`config.mk`:
```
export PLATFORM = sky130hd
export DESIGN_NAME = block_cache_tag_controller_flat
export DESIGN_NICKNAME = d
export VERILOG_FILES = /design/src/rtl/bctc_pkg.sv /design/src/rtl/bctc_if.sv /design/src/rtl/bctc_ctl.sv /design/src/rtl/bctc_dp.sv /design/src/rtl/block_cache_tag_controller.sv /design/src/flat_wrapper.sv
export SDC_FILE = /design/constraint.sdc
export NUM_CORES = 1
export LEC_CHECK = 0
export ABC_AREA = 0
export BUFFER_PORTS_ARGS = -buffer_cell sky130_fd_sc_hd__buf_4
export CAP_MARGIN = 20
export CORE_ASPECT_RATIO = 1.2
export CORE_MARGIN = 10
export CORE_UTILIZATION = 34
export CTS_BUF_LIST = sky130_fd_sc_hd__clkbuf_8
export CTS_CLUSTER_DIAMETER = 40
export DETAILED_ROUTE_END_ITERATION = 7
export PLACE_DENSITY_LB_ADDON = 0.3
export SYNTH_ARGS = -nofsm -noshare
export SYNTH_HDL_FRONTEND = slang
export SYNTH_SLANG_ARGS = --single-unit
```
`constraint.sdc`:
```
create_clock -name clk -period 3.5 [get_ports clk]
set_clock_uncertainty 0.15 [all_clocks]
set_input_delay 0 -clock clk [delete_from_list [all_inputs] [get_ports clk]]
set_output_delay 0 -clock clk [all_outputs]
set_load 0.03 [all_outputs]
```
`src/rtl/bctc_pkg.sv`:
```
// Shared types, codes and constants of the block cache tag controller.
package bctc_pkg;

    localparam int BCTC_NUM_SLOTS  = 16;
    localparam int BCTC_BLOCK_BITS = 32;

    localparam int FUNC_W = 2;
    localparam int BLK_W  = 32;
    localparam int SLOT_W = 4;
    localparam int MASK_W = 16;
    localparam int KIND_W = 2;
    localparam int STAT_W = 2;

    typedef enum logic [FUNC_W-1:0] {
        FN_LOOKUP = 2'd0,
        FN_MARK   = 2'd1,
        FN_FLUSH  = 2'd2
    } func_t;

    typedef enum logic [KIND_W-1:0] {
        KIND_WB   = 2'd0,
        KIND_RD   = 2'd1,
        KIND_DONE = 2'd2
    } kind_t;

    typedef enum logic [STAT_W-1:0] {
        ST_OK    = 2'd0,
        ST_INVAL = 2'd1,
        ST_IO    = 2'd2
    } status_t;

    typedef enum logic [2:0] {
        CS_IDLE,
        CS_DECODE,
        CS_EVICT,
        CS_FETCH,
        CS_FLUSH,
        CS_DONE
    } ctl_state_t;

    // Which completion the datapath builds.
    typedef enum logic [2:0] {
        DN_HIT,
        DN_FILL,
        DN_IO,
        DN_MARK_OK,
        DN_MARK_BAD,
        DN_FLUSH,
        DN_BAD
    } done_sel_t;

    typedef struct packed {
        logic      take;
        logic      eval;
        logic      emit;
        kind_t     emit_kind;
        logic      wb_evict;
        done_sel_t done_sel;
        logic      clean_slot0;
        logic      fill;
        logic      drop_victim;
        logic      set_dirty;
        logic      flush_wb;
        logic      ptr_inc;
    } ctl_cmd_t;

    typedef struct packed {
        logic  req_valid;
        func_t func;
        logic  hit;
        logic  has_victim;
        logic  mark_ok;
        logic  wb_fail;
        logic  fetch_fail;
        logic  ptr_dirty;
        logic  ptr_last;
        logic  space;
    } dp_stat_t;

endpackage

```
`src/rtl/bctc_if.sv`:
```
// Request and response channel interfaces of the block cache tag controller.
interface bctc_req_if
    import bctc_pkg::*;
();
    logic              valid;
    logic              ready;
    logic [FUNC_W-1:0] func;
    logic [BLK_W-1:0]  block_number;
    logic [SLOT_W-1:0] slot_index;
    logic              writeback_fails;
    logic              fetch_fails;
    logic [MASK_W-1:0] flush_fail_mask;

    modport source (
        output valid, func, block_number, slot_index, writeback_fails, fetch_fails,
               flush_fail_mask,
        input  ready
    );

    modport sink (
        input  valid, func, block_number, slot_index, writeback_fails, fetch_fails,
               flush_fail_mask,
        output ready
    );
endinterface

interface bctc_rsp_if
    import bctc_pkg::*;
();
    logic              valid;
    logic              ready;
    logic [KIND_W-1:0] kind;
    logic [BLK_W-1:0]  out_block;
    logic [SLOT_W-1:0] out_slot;
    logic [STAT_W-1:0] status;
    logic              hit;
    logic              last;

    modport source (
        output valid, kind, out_block, out_slot, status, hit, last,
        input  ready
    );

    modport sink (
        input  valid, kind, out_block, out_slot, status, hit, last,
        output ready
    );
endinterface

```
`src/rtl/bctc_ctl.sv`:
```
// Controller state machine: sequences lookups, mark-dirty, flush scans and results.
module bctc_ctl
    import bctc_pkg::*;
(
    input  logic     clk,
    input  logic     rst_n,
    input  dp_stat_t stat,
    output ctl_cmd_t cmd
);

    ctl_state_t state_reg, state_next;
    done_sel_t  done_sel_reg, done_sel_next;

    always_ff @(posedge clk or negedge rst_n)
    begin
        if (!rst_n)
        begin
            state_reg    <= CS_IDLE;
            done_sel_reg <= DN_BAD;
        end
        else
        begin
            state_reg    <= state_next;
            done_sel_reg <= done_sel_next;
        end
    end

    always_comb
    begin
        state_next    = state_reg;
        done_sel_next = done_sel_reg;
        case (state_reg)
            CS_IDLE:
            begin
                if (stat.req_valid)
                    state_next = CS_DECODE;
            end
            CS_DECODE:
            begin
                case (stat.func)
                    FN_LOOKUP:
                    begin
                        if (stat.hit)
                        begin
                            state_next    = CS_DONE;
                            done_sel_next = DN_HIT;
                        end
                        else if (stat.has_victim)
                            state_next = CS_FETCH;
                        else
                            state_next = CS_EVICT;
                    end
                    FN_MARK:
                    begin
                        state_next    = CS_DONE;
                        done_sel_next = stat.mark_ok ? DN_MARK_OK : DN_MARK_BAD;
                    end
                    FN_FLUSH:
                        state_next = CS_FLUSH;
                    default:
                    begin
                        state_next    = CS_DONE;
                        done_sel_next = DN_BAD;
                    end
                endcase
            end
            CS_EVICT:
            begin
                if (stat.space)
                begin
                    if (stat.wb_fail)
                    begin
                        state_next    = CS_DONE;
                        done_sel_next = DN_IO;
                    end
                    else
                        state_next = CS_FETCH;
                end
            end
            CS_FETCH:
            begin
                if (stat.space)
                begin
                    state_next    = CS_DONE;
                    done_sel_next = stat.fetch_fail ? DN_IO : DN_FILL;
                end
            end
            CS_FLUSH:
            begin
                if ((!stat.ptr_dirty || stat.space) && stat.ptr_last)
                begin
                    state_next    = CS_DONE;
                    done_sel_next = DN_FLUSH;
                end
            end
            CS_DONE:
            begin
                if (stat.space)
                    state_next = CS_IDLE;
            end
            default:
                state_next = CS_IDLE;
        endcase
    end

    always_comb
    begin
        cmd           = '0;
        cmd.emit_kind = KIND_DONE;
        cmd.done_sel  = done_sel_reg;
        case (state_reg)
            CS_IDLE:
                cmd.take = 1'b1;
            CS_DECODE:
                cmd.eval = 1'b1;
            CS_EVICT:
            begin
                cmd.emit        = stat.space;
                cmd.emit_kind   = KIND_WB;
                cmd.wb_evict    = 1'b1;
                cmd.clean_slot0 = stat.space && !stat.wb_fail;
            end
            CS_FETCH:
            begin
                cmd.emit        = stat.space;
                cmd.emit_kind   = KIND_RD;
                cmd.fill        = stat.space && !stat.fetch_fail;
                cmd.drop_victim = stat.space && stat.fetch_fail;
            end
            CS_FLUSH:
            begin
                cmd.emit      = stat.space && stat.ptr_dirty;
                cmd.emit_kind = KIND_WB;
                cmd.flush_wb  = stat.space && stat.ptr_dirty;
                cmd.ptr_inc   = !stat.ptr_dirty || stat.space;
            end
            CS_DONE:
            begin
                cmd.emit      = stat.space;
                cmd.set_dirty = stat.space && (done_sel_reg == DN_MARK_OK);
            end
            default:
                cmd.take = 1'b0;
        endcase
    end

endmodule

```
`src/rtl/bctc_dp.sv`:
```
// Datapath: slot tags and flags, tag match, victim choice, flush pointer, result register.
module bctc_dp
    import bctc_pkg::*;
#(
    parameter int NUM_SLOTS  = BCTC_NUM_SLOTS,
    parameter int BLOCK_BITS = BCTC_BLOCK_BITS
)
(
    input  logic        clk,
    input  logic        rst_n,
    bctc_req_if.sink    req,
    bctc_rsp_if.source  rsp,
    input  ctl_cmd_t    cmd,
    output dp_stat_t    stat
);

    localparam int TAG_W = (BLOCK_BITS < BLK_W) ? BLOCK_BITS : BLK_W;
    localparam int IDX_W = (NUM_SLOTS > 1) ? $clog2(NUM_SLOTS) : 1;

    logic [NUM_SLOTS-1:0] valid_reg;
    logic [NUM_SLOTS-1:0] dirty_reg;
    logic [TAG_W-1:0]     tag_reg [NUM_SLOTS];

    // Request held for the whole transaction.
    func_t             func_reg;
    logic [TAG_W-1:0]  blk_reg;
    logic [SLOT_W-1:0] slot_index_reg;
    logic              wb_fail_reg;
    logic              fetch_fail_reg;
    logic [MASK_W-1:0] mask_reg;

    logic [IDX_W-1:0]  slot_reg;
    logic [IDX_W-1:0]  ptr_reg;
    logic              flush_io_reg;

    logic              out_valid_reg;
    kind_t             kind_reg, kind_next;
    logic [BLK_W-1:0]  out_block_reg, out_block_next;
    logic [SLOT_W-1:0] out_slot_reg, out_slot_next;
    status_t           status_reg, status_next;
    logic              hit_reg, hit_next;

    logic              hit;
    logic [IDX_W-1:0]  hit_idx;
    logic              has_inv;
    logic [IDX_W-1:0]  inv_idx;
    logic              has_clean;
    logic [IDX_W-1:0]  clean_idx;
    logic [IDX_W-1:0]  victim;
    logic [IDX_W-1:0]  wb_idx;
    logic [IDX_W-1:0]  mark_idx;
    logic              load;
    logic              space;

    assign load     = cmd.take && req.valid;
    assign space    = !out_valid_reg || rsp.ready;
    assign mark_idx = slot_index_reg[IDX_W-1:0];
    assign wb_idx   = cmd.wb_evict ? '0 : ptr_reg;

    // Lowest index wins in each search, so the loops run from the top down.
    always_comb
    begin
        hit       = 1'b0;
        hit_idx   = '0;
        has_inv   = 1'b0;
        inv_idx   = '0;
        has_clean = 1'b0;
        clean_idx = '0;
        for (int i = NUM_SLOTS - 1; i >= 0; i--)
        begin
            if (valid_reg[i] && (tag_reg[i] == blk_reg))
            begin
                hit     = 1'b1;
                hit_idx = IDX_W'(i);
            end
            if (!valid_reg[i])
            begin
                has_inv = 1'b1;
                inv_idx = IDX_W'(i);
            end
            if (!dirty_reg[i])
            begin
                has_clean = 1'b1;
                clean_idx = IDX_W'(i);
            end
        end
    end

    assign victim = has_inv ? inv_idx : (has_clean ? clean_idx : '0);

    always_comb
    begin
        stat            = '0;
        stat.req_valid  = req.valid;
        stat.func       = func_reg;
        stat.hit        = hit;
        stat.has_victim = has_inv || has_clean;
        stat.mark_ok    = ({1'b0, slot_index_reg} < (SLOT_W + 1)'(NUM_SLOTS))
                          && valid_reg[mark_idx];
        stat.wb_fail    = wb_fail_reg;
        stat.fetch_fail = fetch_fail_reg;
        stat.ptr_dirty  = valid_reg[ptr_reg] && dirty_reg[ptr_reg];
        stat.ptr_last   = (ptr_reg == IDX_W'(NUM_SLOTS - 1));
        stat.space      = space;
    end

    always_ff @(posedge clk)
    begin
        if (load)
        begin
            func_reg       <= func_t'(req.func);
            blk_reg        <= TAG_W'(req.block_number);
            slot_index_reg <= req.slot_index;
            wb_fail_reg    <= req.writeback_fails;
            fetch_fail_reg <= req.fetch_fails;
            mask_reg       <= req.flush_fail_mask;
        end
        if (cmd.eval)
            slot_reg <= hit ? hit_idx : victim;
        if (cmd.fill)
            tag_reg[slot_reg] <= blk_reg;
    end

    always_ff @(posedge clk or negedge rst_n)
    begin
        if (!rst_n)
        begin
            valid_reg    <= '0;
            dirty_reg    <= '0;
            ptr_reg      <= '0;
            flush_io_reg <= 1'b0;
        end
        else
        begin
            if (cmd.eval)
            begin
                ptr_reg      <= '0;
                flush_io_reg <= 1'b0;
            end
            else if (cmd.ptr_inc)
                ptr_reg <= ptr_reg + 1'b1;
            if (cmd.clean_slot0)
                dirty_reg[0] <= 1'b0;
            if (cmd.fill)
            begin
                valid_reg[slot_reg] <= 1'b1;
                dirty_reg[slot_reg] <= 1'b0;
            end
            if (cmd.drop_victim)
                valid_reg[slot_reg] <= 1'b0;
            if (cmd.set_dirty)
                dirty_reg[mark_idx] <= 1'b1;
            if (cmd.flush_wb)
            begin
                if (mask_reg[ptr_reg])
                    flush_io_reg <= 1'b1;
                else
                    dirty_reg[ptr_reg] <= 1'b0;
            end
        end
    end

    always_comb
    begin
        kind_next      = cmd.emit_kind;
        out_block_next = '0;
        out_slot_next  = '0;
        status_next    = ST_OK;
        hit_next       = 1'b0;
        case (cmd.emit_kind)
            KIND_WB:
            begin
                out_block_next = BLK_W'(tag_reg[wb_idx]);
                out_slot_next  = SLOT_W'(wb_idx);
            end
            KIND_RD:
            begin
                out_block_next = BLK_W'(blk_reg);
                out_slot_next  = SLOT_W'(slot_reg);
            end
            default:
            begin
                case (cmd.done_sel)
                    DN_HIT:
                    begin
                        out_block_next = BLK_W'(blk_reg);
                        out_slot_next  = SLOT_W'(slot_reg);
                        hit_next       = 1'b1;
                    end
                    DN_FILL:
                    begin
                        out_block_next = BLK_W'(blk_reg);
                        out_slot_next  = SLOT_W'(slot_reg);
                    end
                    DN_IO:
                    begin
                        out_block_next = BLK_W'(blk_reg);
                        status_next    = ST_IO;
                    end
                    DN_MARK_OK:
                        out_slot_next = slot_index_reg;
                    DN_MARK_BAD:
                    begin
                        out_slot_next = slot_index_reg;
                        status_next   = ST_INVAL;
                    end
                    DN_FLUSH:
                        status_next = flush_io_reg ? ST_IO : ST_OK;
                    default:
                        status_next = ST_INVAL;
                endcase
            end
        endcase
    end

    always_ff @(posedge clk or negedge rst_n)
    begin
        if (!rst_n)
            out_valid_reg <= 1'b0;
        else if (cmd.emit)
            out_valid_reg <= 1'b1;
        else if (rsp.ready)
            out_valid_reg <= 1'b0;
    end

    always_ff @(posedge clk)
    begin
        if (cmd.emit)
        begin
            kind_reg      <= kind_next;
            out_block_reg <= out_block_next;
            out_slot_reg  <= out_slot_next;
            status_reg    <= status_next;
            hit_reg       <= hit_next;
        end
    end

    assign req.ready     = cmd.take;
    assign rsp.valid     = out_valid_reg;
    assign rsp.kind      = kind_reg;
    assign rsp.out_block = out_block_reg;
    assign rsp.out_slot  = out_slot_reg;
    assign rsp.status    = status_reg;
    assign rsp.hit       = hit_reg;
    assign rsp.last      = (kind_reg == KIND_DONE);

endmodule

```
`src/rtl/block_cache_tag_controller.sv`:
```
// Top level of the block cache tag controller: controller plus datapath.
//
//   channel  direction  handshake     contents
//   req      in         valid/ready   func, block_number, slot_index, disk outcomes
//   rsp      out        valid/ready   kind, out_block, out_slot, status, hit, last
//
// One request transaction at a time. A lookup hit and mark-dirty pass through IDLE, DECODE
// and DONE; a lookup miss adds FETCH, and a miss that evicts slot 0 adds EVICT before FETCH.
// A flush scan visits one slot per cycle unless a dirty slot waits on a full output register.
// Each result leaves through one output register, so a stalled rsp channel holds the
// controller in place. Reset clears every slot's valid and dirty flags at once; no clearing pass.
module block_cache_tag_controller
    import bctc_pkg::*;
#(
    parameter int NUM_SLOTS  = BCTC_NUM_SLOTS,
    parameter int BLOCK_BITS = BCTC_BLOCK_BITS
)
(
    input  logic        clk,
    input  logic        rst_n,
    bctc_req_if.sink    req,
    bctc_rsp_if.source  rsp
);

    ctl_cmd_t cmd;
    dp_stat_t stat;

    bctc_ctl u_ctl (
        .clk   (clk),
        .rst_n (rst_n),
        .stat  (stat),
        .cmd   (cmd)
    );

    bctc_dp #(
        .NUM_SLOTS  (NUM_SLOTS),
        .BLOCK_BITS (BLOCK_BITS)
    ) u_dp (
        .clk   (clk),
        .rst_n (rst_n),
        .req   (req),
        .rsp   (rsp),
        .cmd   (cmd),
        .stat  (stat)
    );

`ifndef SYNTHESIS
    a_emit_space: assert property (@(posedge clk) disable iff (!rst_n)
        cmd.emit |-> stat.space)
        else $error("result loaded while the output register is still full");

    a_one_at_a_time: assert property (@(posedge clk) disable iff (!rst_n)
        (req.valid && req.ready) |=> !req.ready)
        else $error("request taken while a transaction is in progress");

    a_last_on_done: assert property (@(posedge clk) disable iff (!rst_n)
        rsp.valid |-> (rsp.last == (rsp.kind == KIND_DONE)))
        else $error("last flag does not match a completion");

    a_hit_ok: assert property (@(posedge clk) disable iff (!rst_n)
        (rsp.valid && rsp.hit) |-> (rsp.last && (rsp.status == ST_OK)))
        else $error("hit reported on something other than a good completion");
`endif

endmodule

```
`src/flat_wrapper.sv`:
```
// flat-port wrapper written by rule: the top's interface ports become plain ports
module block_cache_tag_controller_flat import bctc_pkg::*;
#(
    parameter int NUM_SLOTS  = BCTC_NUM_SLOTS,
    parameter int BLOCK_BITS = BCTC_BLOCK_BITS
)
  (clk, rst_n, req_valid, req_func, req_block_number, req_slot_index, req_writeback_fails, req_fetch_fails, req_flush_fail_mask, req_ready, rsp_valid, rsp_kind, rsp_out_block, rsp_out_slot, rsp_status, rsp_hit, rsp_last, rsp_ready);
  bctc_req_if req_i ();
  bctc_rsp_if rsp_i ();
  input  logic clk;
  input  logic rst_n;
  input wire logic [$bits(req_i.valid)-1:0] req_valid;
  input wire logic [$bits(req_i.func)-1:0] req_func;
  input wire logic [$bits(req_i.block_number)-1:0] req_block_number;
  input wire logic [$bits(req_i.slot_index)-1:0] req_slot_index;
  input wire logic [$bits(req_i.writeback_fails)-1:0] req_writeback_fails;
  input wire logic [$bits(req_i.fetch_fails)-1:0] req_fetch_fails;
  input wire logic [$bits(req_i.flush_fail_mask)-1:0] req_flush_fail_mask;
  output wire logic [$bits(req_i.ready)-1:0] req_ready;
  output wire logic [$bits(rsp_i.valid)-1:0] rsp_valid;
  output wire logic [$bits(rsp_i.kind)-1:0] rsp_kind;
  output wire logic [$bits(rsp_i.out_block)-1:0] rsp_out_block;
  output wire logic [$bits(rsp_i.out_slot)-1:0] rsp_out_slot;
  output wire logic [$bits(rsp_i.status)-1:0] rsp_status;
  output wire logic [$bits(rsp_i.hit)-1:0] rsp_hit;
  output wire logic [$bits(rsp_i.last)-1:0] rsp_last;
  input wire logic [$bits(rsp_i.ready)-1:0] rsp_ready;
  assign req_i.valid = req_valid;
  assign req_i.func = req_func;
  assign req_i.block_number = req_block_number;
  assign req_i.slot_index = req_slot_index;
  assign req_i.writeback_fails = req_writeback_fails;
  assign req_i.fetch_fails = req_fetch_fails;
  assign req_i.flush_fail_mask = req_flush_fail_mask;
  assign req_ready = req_i.ready;
  assign rsp_valid = rsp_i.valid;
  assign rsp_kind = rsp_i.kind;
  assign rsp_out_block = rsp_i.out_block;
  assign rsp_out_slot = rsp_i.out_slot;
  assign rsp_status = rsp_i.status;
  assign rsp_hit = rsp_i.hit;
  assign rsp_last = rsp_i.last;
  assign rsp_i.ready = rsp_ready;
  block_cache_tag_controller #(.NUM_SLOTS(NUM_SLOTS), .BLOCK_BITS(BLOCK_BITS)) u_core (.clk(clk), .rst_n(rst_n), .req(req_i), .rsp(rsp_i));
endmodule
```
==> results_dict.tcl <==
set metrics [dict create \
    relSlewSlack_pct 39.9 \
    grt_pass1_wl_um 170000 \
    cp_common_cell "buf_4" \
    required_ps 3930 \
    multiInputGateArea_mm2 0.0123 \
    cp-start-kind "register" \
    dieArea_mm2 0.108 \
    initial_core_util_pct 34.4 \
    setup_viol 1 \
    p_comb_share_pct 34.0 \
    yosysTopAreaCellShare_pct 56.9 \
    synthArstFlopShare_pct 6.70 \
    crit_chain "buf_4, xor2_2, nor4_1, buf_4, nand4_1, buf_4, or3_1, nand4_4, nor4b_4, o21ai_0, buf_4, o211ai_1" \
    mappedNetlistArea_mm2 0.0323 \
    power.internal_w 0.0169 \
    place_area_mm2 0.0365 \
    worstSkewPairLatency_ps 800 \
    fmax_ghz 0.284 \
    yosys.area.top_type "edfxtp_1" \
    path_clk_slew_ps 60 \
    yosysMostFrequentCell "edfxtp_1" \
    hp-class "input port to register" \
    finalHoldViolations 0 \
    critPathBufInv 4 \
    gp_congestion 0.978 \
    swShare_pct 36.0 \
    syn_to_final_growth_pct 25.1 \
    synth_warnings 0 \
    synth_fp_nets 2437 \
    grt_pass1_vias 23000 \
    synthCells 2373 \
    report.final.slew_viol_count 0 \
    clk_path_buf_depth 3 \
    coreArea_mm2 0.0940 \
    vias 23700 \
    antenna_found_initial 4 \
    dpl.hpwl_um 83700 \
    gr-usage-all-layers_pct 21.6 \
    largest_register_ffs 512 \
    die_x_um 302 \
    finalNetCount 2846 \
    layout_setup_ws_ps -20.9 \
    final_cell_area_mm2 0.0405 \
    seq_power_share_pct 36.9 \
    synthTopCellsByArea "edfxtp_1, xor2_1, mux4_2" \
    ir_drop_mv 0.378 \
    p_clk_share_pct 29.1 \
    io_pins 104 \
    remaining_drc_errors 0 \
    post-route-period-util_pct 101 \
    first_iter_violations 3314 \
    slowest_stage "nor4b_4" \
    max_stage_delay_ps 640 \
    overflow 0 \
    arrival_ps 3950 \
    cellLeakagePower_nw 13.8 \
    status "complete, but fails checks" \
    routedWlPerCell_um 29.1 \
    die-height_um 358 \
    syn_area_per_cell_um2 13.6 \
    path_delay_family "simple AND/OR/NAND/NOR gates" \
    via_per_inst 5.73 \
    synth_edf_count 613 \
    fillerInstances 8597 \
    synthFlopType "edfxtp_1" \
    cts_tree "yes" \
    pwr_density_cell_mw_per_mm2 655 \
    violations "negative setup slack" \
    synth-seq-area-share_pct 60.3 \
    tns_ps -20.9 \
    synthTopCellsByCount "edfxtp_1, xor2_1, xnor2_1" \
    port_buffers 103 \
    crit_fanout 16 \
    synth_seq_cells 657 \
    cts_made_buffers 117 \
    tightest_slew_ps 894 \
    setup.worst_path.class "register to register" \
    finalCriticalPeriod_ps 3520 \
    worst_setup_path_end_kind "register" \
    cts.sinks 657 \
    ant_nets 0 \
    clockRootBuffer "clkbuf_8" \
    yosysUniqueCellTypes 69 \
    htreeDepth 3 \
    maxCapViolations 0 \
    routed_wl_um 120000 \
    final_util_pct 43.0 \
    seq_area_mm2 0.0195 \
    final_layout_size_suffix_gt1_share_pct 22.1 \
    row_count 123 \
    p_switching_w 0.00955 \
    finalPower_w 0.0265 \
    dr.pass1.iters 6 \
    grt_max_degree 52 \
]
==> final cells by class <==
class                           instances  area share [%]
Antenna cell                            3          0.0186
Clock buffer                          127            4.32
Clock inverter                         93            1.87
Inverter                               28           0.260
Multi-Input combinational cell       1527            30.3
Sequential cell                       657            48.2
Tap cell                             1250            3.87
Timing Repair Buffer                  451            11.1
==> power groups by stage <==
stage	logic [W]	registers, W	clock network (W)
after floorplan	0.00447	0.0102	0
final	0.00901	0.00978	0.00771
after global routing	0.00941	0.00982	0.00819
after detailed placement	0.00873	0.00992	0
after CTS	0.00893	0.00978	0.00783
after global placement	0.00871	0.00992	0
==> cells by family after synthesis <==
kind of cell | share of synthesized area, %
multiplexers | 6.54
AND/OR/NAND/NOR | 8.23
AO/OA/AOI/OAI | 8.34
flip-flops | 60.3
adder cells (fa/ha/maj) | 0.155
buffers and inverters | 2.76
XOR/XNOR | 13.6
==> placed cells by master (no fill, tap or decap), types with 10 or more instances in the layout <==
cell	n
edfxtp_1	613
xor2_1	327
buf_4	271
xnor2_1	169
clkbuf_8	127
nand2_1	123
dlygate4sd3_1	116
nor4_1	74
mux4_2	67
buf_12	62
nand4_1	60
nand3_1	56
o21ai_0	54
inv_1	53
a21oi_1	53
a211oi_1	53
nor3_1	49
mux2i_1	47
a221oi_1	47
nor2_1	44
dfrtp_1	41
a22oi_1	36
o22ai_1	30
o31ai_1	26
clkinv_1	24
nor2b_1	23
nor2_4	18
o22a_1	17
clkinv_2	15
o211ai_1	14
clkinvlp_4	11
bufinv_16	11
nand2b_1	10
==> final timing paths <==
kind,startpoint,end,slack (ps),cells after the start
hold reg to reg,u_core.u_dp.flush_io_reg,u_core.u_dp.flush_io_reg,360,1
setup reg to reg,u_core.u_dp.blk_reg[27],u_core.u_dp.slot_reg[1],-20,12
setup / recovery,u_core.u_dp.blk_reg[27],u_core.u_dp.slot_reg[1],-20,12
hold / removal,req_valid,u_core.u_ctl.state_reg[1],60,4
min in group asynchronous,rst_n,u_core.u_dp.rsp.valid,150,4
max in group asynchronous,rst_n,u_core.u_dp.ptr_reg[0],2770,4
==> metal layers <==
layer	GRT usage (%)	part of all wire [%]	vias up	wire (um)
met2	34.5	47	1435	56100
met3	3.85	9.6	206	11600
met4	7.21	3.2	0	3850
met5	0	0	-	0
li1	-	-	9940	-
met1	29.4	40	12100	48600
==> timing repair <==
item / CTS / global route
pin swaps: 3 / 5
hold endpoints to repair: 203 / 0
gates resized for setup: 12 / 13
buffers inserted: 5 / 1
gates cloned: 1 / 0
setup endpoints to repair: 8 / 5
hold buffers: 117 / 0
==> worst register-to-register path: stages (launching register included) <==
cell      delay [ps]
edfxtp_1         360
buf_4            220
xor2_2           380
nor4_1            90
buf_4            170
nand4_1          120
buf_4            130
or3_1            160
nand4_4          150
nor4b_4          640
o21ai_0          360
buf_4            240
o211ai_1         170
==> stage by stage <==
step / std cells / hold WS [ps] / setup WS (ps)
floorplan: 2373 / -446 / 32.5
global route: 4135 / 74.2 / -22.9
detailed placement: 3789 / -85.2 / -381
finish: 4136 / 58.4 / -20.9
global placement: 3789 / -93.5 / -362
CTS: 4132 / 6.51 / 9.07
(Power assumes the default switching activity.)
